**src/srpb_pkg.sv**
```systemverilog
// ----------------------------------------------------------------------------
// srpb_pkg - shared types and constants of the sparse row pattern builder
// Sizes of the row store and element buffer, status codes, the controller
// state type and the command and status bundles between the two halves.
// ----------------------------------------------------------------------------
package srpb_pkg;

    localparam int RowCount       = 1024;
    localparam int RowCapacity    = 64;
    localparam int ElementDofsMax = 16;

    localparam int RowW  = $clog2(RowCount);
    localparam int PosW  = $clog2(RowCapacity);
    localparam int LenW  = $clog2(RowCapacity + 1);
    localparam int SlotW = $clog2(ElementDofsMax);
    localparam int FillW = $clog2(ElementDofsMax + 1);
    localparam int DofW  = 11;
    localparam int ColW  = 10;
    localparam int AddrW = RowW + PosW;

    typedef enum logic [1:0] {
        STATUS_OK       = 2'd0,
        STATUS_ROW_FULL = 2'd1,
        STATUS_RANGE    = 2'd2,
        STATUS_TOO_LONG = 2'd3
    } status_t;

    localparam logic KIND_ELEMENT = 1'b0;
    localparam logic KIND_READ    = 1'b1;

    typedef enum logic [3:0] {
        ST_CLEAR,
        ST_IDLE,
        ST_READ_WAIT,
        ST_PAIR,
        ST_SCAN_REQ,
        ST_SCAN_CHK,
        ST_SHIFT_REQ,
        ST_SHIFT_WR,
        ST_PUT,
        ST_NEXT,
        ST_RESULT
    } state_t;

    // commands from controller to datapath
    typedef struct packed {
        logic clear_step;
        logic take_item;
        logic read_issue;
        logic read_capture;
        logic pair_start;
        logic scan_issue;
        logic scan_step;
        logic shift_issue;
        logic shift_write;
        logic put;
        logic pair_next;
        logic elem_done;
        logic note_full;
    } cmd_t;

    // status from datapath to controller
    typedef struct packed {
        logic clear_last;
        logic item_last;
        logic item_mode;
        logic pair_skip;
        logic pairs_done;
        logic scan_end;
        logic scan_found;
        logic scan_past;
        logic row_full;
        logic shift_done;
    } stat_t;

endpackage

```
**src/srpb_ctrl.sv**
```systemverilog
// ----------------------------------------------------------------------------
// srpb_ctrl - controller of the sparse row pattern builder
// Sequences the clearing pass, reads and the sorted inserts of an element.
// ----------------------------------------------------------------------------
module srpb_ctrl
    import srpb_pkg::*;
(
    input  logic  clk,
    input  logic  rst_n,
    input  logic  in_valid,
    output logic  in_ready,
    output logic  out_valid,
    input  logic  out_ready,
    input  stat_t st,
    output cmd_t  cmd
);

    state_t state_reg, state_next;

    // state register
    always_ff @(posedge clk or negedge rst_n)
    begin
        if (!rst_n)
        begin
            state_reg <= ST_CLEAR;
        end
        else
        begin
            state_reg <= state_next;
        end
    end

    // next state
    always_comb
    begin
        state_next = state_reg;
        case (state_reg)
            ST_CLEAR:
            begin
                if (st.clear_last)
                    state_next = ST_IDLE;
            end
            ST_IDLE:
            begin
                if (in_valid)
                begin
                    if (st.item_mode)
                        state_next = ST_READ_WAIT;
                    else if (st.item_last)
                        state_next = ST_PAIR;
                end
            end
            ST_READ_WAIT: state_next = ST_RESULT;
            ST_PAIR:
            begin
                if (st.pairs_done)
                    state_next = ST_RESULT;
                else if (st.pair_skip)
                    state_next = ST_NEXT;
                else
                    state_next = ST_SCAN_REQ;
            end
            ST_SCAN_REQ:
            begin
                if (st.scan_end)
                    state_next = st.row_full ? ST_NEXT : ST_SHIFT_REQ;
                else
                    state_next = ST_SCAN_CHK;
            end
            ST_SCAN_CHK:
            begin
                if (st.scan_found)
                    state_next = ST_NEXT;
                else if (st.scan_past)
                    state_next = st.row_full ? ST_NEXT : ST_SHIFT_REQ;
                else
                    state_next = ST_SCAN_REQ;
            end
            ST_SHIFT_REQ:
            begin
                if (st.shift_done)
                    state_next = ST_PUT;
                else
                    state_next = ST_SHIFT_WR;
            end
            ST_SHIFT_WR:  state_next = ST_SHIFT_REQ;
            ST_PUT:       state_next = ST_NEXT;
            ST_NEXT:      state_next = ST_PAIR;
            ST_RESULT:
            begin
                if (out_ready)
                    state_next = ST_IDLE;
            end
            default:      state_next = ST_CLEAR;
        endcase
    end

    // outputs
    always_comb
    begin
        cmd       = '0;
        in_ready  = 1'b0;
        out_valid = 1'b0;
        case (state_reg)
            ST_CLEAR:     cmd.clear_step = 1'b1;
            ST_IDLE:
            begin
                in_ready      = 1'b1;
                cmd.take_item = in_valid;
                cmd.read_issue = in_valid & st.item_mode;
                cmd.pair_start = in_valid & ~st.item_mode & st.item_last;
            end
            ST_READ_WAIT: cmd.read_capture = 1'b1;
            ST_PAIR:      cmd.scan_issue = ~st.pairs_done & ~st.pair_skip;
            ST_SCAN_REQ:
            begin
                cmd.note_full = st.scan_end & st.row_full;
            end
            ST_SCAN_CHK:
            begin
                cmd.note_full = ~st.scan_found & st.scan_past & st.row_full;
                cmd.scan_step = ~st.scan_found & ~st.scan_past;
            end
            ST_SHIFT_REQ: cmd.shift_issue = ~st.shift_done;
            ST_SHIFT_WR:  cmd.shift_write = 1'b1;
            ST_PUT:       cmd.put = 1'b1;
            ST_NEXT:      cmd.pair_next = 1'b1;
            ST_RESULT:
            begin
                out_valid     = 1'b1;
                cmd.elem_done = out_ready;
            end
            default:      cmd = '0;
        endcase
    end

endmodule

```
**config.mk**
```make
export PLATFORM = sky130hd
export DESIGN_NAME = srpb_ctrl
export DESIGN_NICKNAME = d
export VERILOG_FILES = /design/src/srpb_pkg.sv /design/src/srpb_ctrl.sv
export SDC_FILE = /design/constraint.sdc
export NUM_CORES = 1
export LEC_CHECK = 0
export ABC_AREA = 1
export BUFFER_PORTS_ARGS = -buffer_cell sky130_fd_sc_hd__buf_4
export CAP_MARGIN = 20
export CORE_AREA = 2 2 39 41
export CTS_CLUSTER_DIAMETER = 100
export DETAILED_ROUTE_END_ITERATION = 7
export DIE_AREA = 0 0 41 43
export PLACE_DENSITY = 0.75
export SETUP_SLACK_MARGIN = 0.5
export SLEW_MARGIN = 10
export SYNTH_ARGS = -nofsm -noshare
export SYNTH_HDL_FRONTEND = slang
export SYNTH_SLANG_ARGS = --single-unit
```
**constraint.sdc**
```tcl
create_clock -name clk -period 1.65 [get_ports clk]
set_input_delay 0.0825 -clock clk [delete_from_list [all_inputs] [get_ports clk]]
set_output_delay 0.0825 -clock clk [all_outputs]
set_load 0.005 [all_outputs]
```
======== Word level (Yosys, flattened, before mapping) ========
Cells that the tools add are included.
W data, S select, Z words.
storage, ports and cells
  flip-flop bits (word level) ............. 4
  logic and storage cells ................. 58
cells by class
  bitwise gates (word level) .............. 14
  equality and inequality tests ........... 14
  reductions and logical operators ........ 2
  muxes and demuxes ....................... 27
operator list
  operator              number
  $mux W4               12
  $pmux W4 S11          1
  $eq A4 B3 Y1 const B  4
  $eq A4 B4 Y1 const B  3
  $mux W1               12
  $and A1 B1 Y1         8
  $eq A4 B2 Y1 const B  2
  $ne A2 B2 Y1 const B  3
  $not A1 Y1            6
  $eq A4 B1 Y1 const B  1
  $logic_not A4 Y1      1
  $reduce_and A4 Y1     1
  $ne A3 B3 Y1 const B  1
  $mux W2               1
  $pmux W1 S2           1

======== Logic depth before layout (Yosys ltp) ========
  word-level depth ........................ 4
  mapped depth ............................ 9
  depth with buffers taken out ............ 9

======== Worst setup path before layout ========
OpenSTA, ideal clock, no wires.
  path kind ............................... reg2reg
  from .................................... register state_reg[0]
  to ...................................... register state_reg[0]
  buffers on the path ..................... 0
  setup time .............................. 120 ps
  setup slack ............................. 430 ps
  cell stages (with the launch flop) ...... 9
  clock period less this slack ............ 1220 ps
  arrival ................................. 1100 ps
  cells stage by stage .................... dfrtp_1 -> inv_1 -> nand2_2 -> nor2_1 -> nand2_2 -> o21ai_2 -> nor2_1 -> nand2_1 -> nand2_1
between the ends
  longest elaborated chain between the ends .. 3
  elaborated cells between the ends (all ways) .. 17
ends and longest elaborated chain
  what                                                           line             text
  start, declared                                                srpb_ctrl.sv:18  state_t state_reg, state_next;
  start signal, assigned                                         srpb_ctrl.sv:29  state_reg <= state_next;
  $eq A4 B1 Y1 (tied with other cells)                           srpb_ctrl.sv:37  case (state_reg)
  $ne A3 B3 Y1 (no source line) or $ne A2 B2 Y1 (tied branches)  -
  $reduce_and A4 Y1 (no source line)                             -
Parallel ways exist; a longest one is shown, timed or not.
A chain may end at the register's enable or synchronous reset.

==> impl_metrics.csv <==
group,metric,value,unit
clock_tree,cts_buffer_depth,2,
setup_path,crit_fanout,5,
place,place_area,773.2,um^2
timing,skew,4.133,ps
grt,antenna_found_initial,0,
power_and_ir_drop,p_sw,0.8445,mW
finish,antenna_cells,0,
setup_path,path_class,"reg2out",
logic_synthesis,ys_seq_area_frac,0.1860,
logic_synthesis,synth_area_per_cell,5.124,um^2
grt,grt_max_degree,6,
drt,dr.pass1.iters,4,
clock_tree,worstSkewPairLatency,250,ps
status,status,"completed",
drt,vias,907,
grt,grt_pass1_wl,3.422,mm
setup_path,critPathRequiredTime,1570,ps
logic_synthesis,synth-edff-count,0,
logic_synthesis,yosys.cell_types.count,15,
run,maxCapViolCount,0,
power_and_ir_drop,p_leak,0.6362,nW
finish,post-route-util,0.8273,
power_and_ir_drop,power.internal,0.8039,mW
drt,drcViolationCount,0,
clock_tree,cts-root-buf,"clkbuf_4",
finish,fillCellCount,89,
clock_tree,cts_max_level,1,
floorplanning,dieWidth,41,um
timing,slew_headroom,0.7807,
power_and_ir_drop,swShare,0.5123,
setup_path,cp-end-kind,"primary output",
floorplanning,io_pins,29,
timing,rsz0062_at_grt,"true",
floorplanning,coreArea,1384,um^2
timing,whs,161.8,ps
logic_synthesis,synth_top_family_by_area,"simple AND/OR/NAND/NOR gates",
grt,grt_util_all_layers,0.2951,
timing,setup_viol,0,
clock_tree,cts_tree,"built",
logic_synthesis,synth_fa_ha_area_frac,0,
drt,routed_wirelength,2.330,mm
power_and_ir_drop,vdd_drop_max,1.011,mV
logic_synthesis,synth_xor_xnor_area_share,0,
clock_tree,cts.sinks,4,
drt,route.met3.wl,167,um
setup_path,cp-start-kind,"flop",
setup_path,crit_arrival,1350,ps
logic_synthesis,synth-compound-area-share,0.07907,
place,place_hpwl,1.291,mm
logic_synthesis,synthSimpleGateAreaFrac,0.5884,
logic_synthesis,synth_seq_cells,4,
finish,final_area,1145,um^2
drt,met2WireLength,1.189,mm
logic_synthesis,yosysWarnings,0,
floorplanning,start_util,0.3888,
grt,overflow,0,
drt,maxUsedRoutingLayer,"met4",
drt,routed_via_density,5.399,
min_path,hold_path_class,"in2async",
power_and_ir_drop,p_per_area,1440,nW/um^2
logic_synthesis,synth_nets,119,
place,gp_congestion,0.8056,
timing,hold_viol,0,
timing,fmax,0.6988,GHz
logic_synthesis,synth_mux_area_frac,0,
drt,detail_route.wl_per_cell,13.87,um
finish,nets,168,
logic_synthesis,synth.cell_area,538.0,um^2
drt,m1WireLength,894,um
logic_synthesis,synth_ff_type,"dfrtp_1",
timing,finalCritPeriodShare,0.8673,
clock_tree,path_clk_slew,40,ps
floorplanning,dieArea,1763,um^2
place,port_buffers,28,
power_and_ir_drop,p_comb_frac,0.784,
finish,area_growth,112.8,%
timing,drv_slew,0,
drt,initialDrtViolationCount,26,
finish,final_common_cell,"buf_4",
floorplanning,num_rows,14,
power_and_ir_drop,finalPower,1.648,mW
finish,final_cell_mix,"buf_4 (36), nand2_1 (19), inv_1 (13), nor2_1 (10), nand2_2 (9)",
power_and_ir_drop,p_seq_frac,0.135,
finish,drive_gt1_frac,0.6250,
grt,grt_pass1_vias,796,
timing,layout_min_cycle_time,1431,ps
logic_synthesis,synth_cells,105,
floorplanning,die_height,43,um
logic_synthesis,ys_async_sr_fraction,1.000,
timing,worst_pin_slew,327.7,ps
timing,tns,0,ps
drt,ant_nets,0,
finish,largest_reg_flops,4,
power_and_ir_drop,clkPwrFrac,0.081,
clock_tree,tritoncts.num_buffers,3,
[area by class of cell]
cell class / count / area, um^2 / area share
Clock buffer: 3 / 22.52 / 0.01967
Tap cell: 16 / 20.02 / 0.01749
Inverter: 21 / 85.08 / 0.07432
Multi-Input combinational cell: 80 / 554.3 / 0.4842
Sequential cell: 4 / 103.9 / 0.09071
Timing Repair Buffer: 44 / 359.1 / 0.3137
[synth_stat cells (2+ instances only)]
library cell,count,area (um^2)
nand3_1,10,50.05
nor2_1,20,75.07
inv_1,20,75.07
nand2_2,2,12.51
nor3_1,6,30.03
nand2_1,31,116.4
a21oi_1,2,10.01
dfrtp_1,4,100.1
o21ai_0,3,15.01
nand3b_1,2,15.01
[per-layer routing]
layer,vias to the layer above,global-route usage
met5,-,0
met3,8,0.07330
met1,422,0.3636
met4,0,0.1933
met2,49,0.4313
li1,428,-
[cell families after synthesis]
| family | count (synthesis) |
|---|---|
| DFF | 4 |
| and+or+nand+nor | 73 |
| buffers and inverters | 21 |
| AOI/OAI and AO/OA | 7 |
[timing repair]
action	CTS	global route
pin swaps	12	11
endpoints found under the hold margin	4	0
setup endpoints to repair	19	19
gates resized for setup	50	17
hold buffers	1	0
setup buffers	12	3
[power by group through the flow]
| stage | sequential [mW] | clock (mW) | combinational [mW] |
|---|---|---|---|
| final | 0.223 | 0.134 | 1.29 |
| after global placement | 0.199 | 0 | 0.687 |
| after detailed placement | 0.200 | 0 | 0.693 |
| after CTS | 0.214 | 0.125 | 1.10 |
| after floorplan | 0.190 | 0 | 0.455 |
| after global routing | 0.229 | 0.143 | 1.39 |
[critical path, stage by stage (launching register included)]
cell	delay [ps]
dfrtp_1	400
inv_2	80
nor2_4	200
nand2_4	100
nor3_4	170
buf_4	130
[stage by stage]
step | worst slack [ps] | cells
2_1_floorplan | 515.8 | 105
3_3_place_gp | 399.2 | 149
3_5_place_dp | 413.8 | 149
4_1_cts | 292.9 | 165
5_1_grt | 163.1 | 168
6_report | 218.9 | 168
[worst paths after layout]
path | from | endpoint | slack (ps) | depth (start not counted)
setup / recovery | state_reg[0] | cmd[10] | 220 | 5
hold / removal | rst_n | state_reg[1] | 160 | 2
setup reg to reg | state_reg[0] | state_reg[1] | 300 | 8
hold reg to reg | state_reg[0] | state_reg[0] | 730 | 3
max in group asynchronous | rst_n | state_reg[2] | 1370 | 2
min in group clk | out_ready | state_reg[1] | 190 | 4
Power figures use the tool's default switching activity.
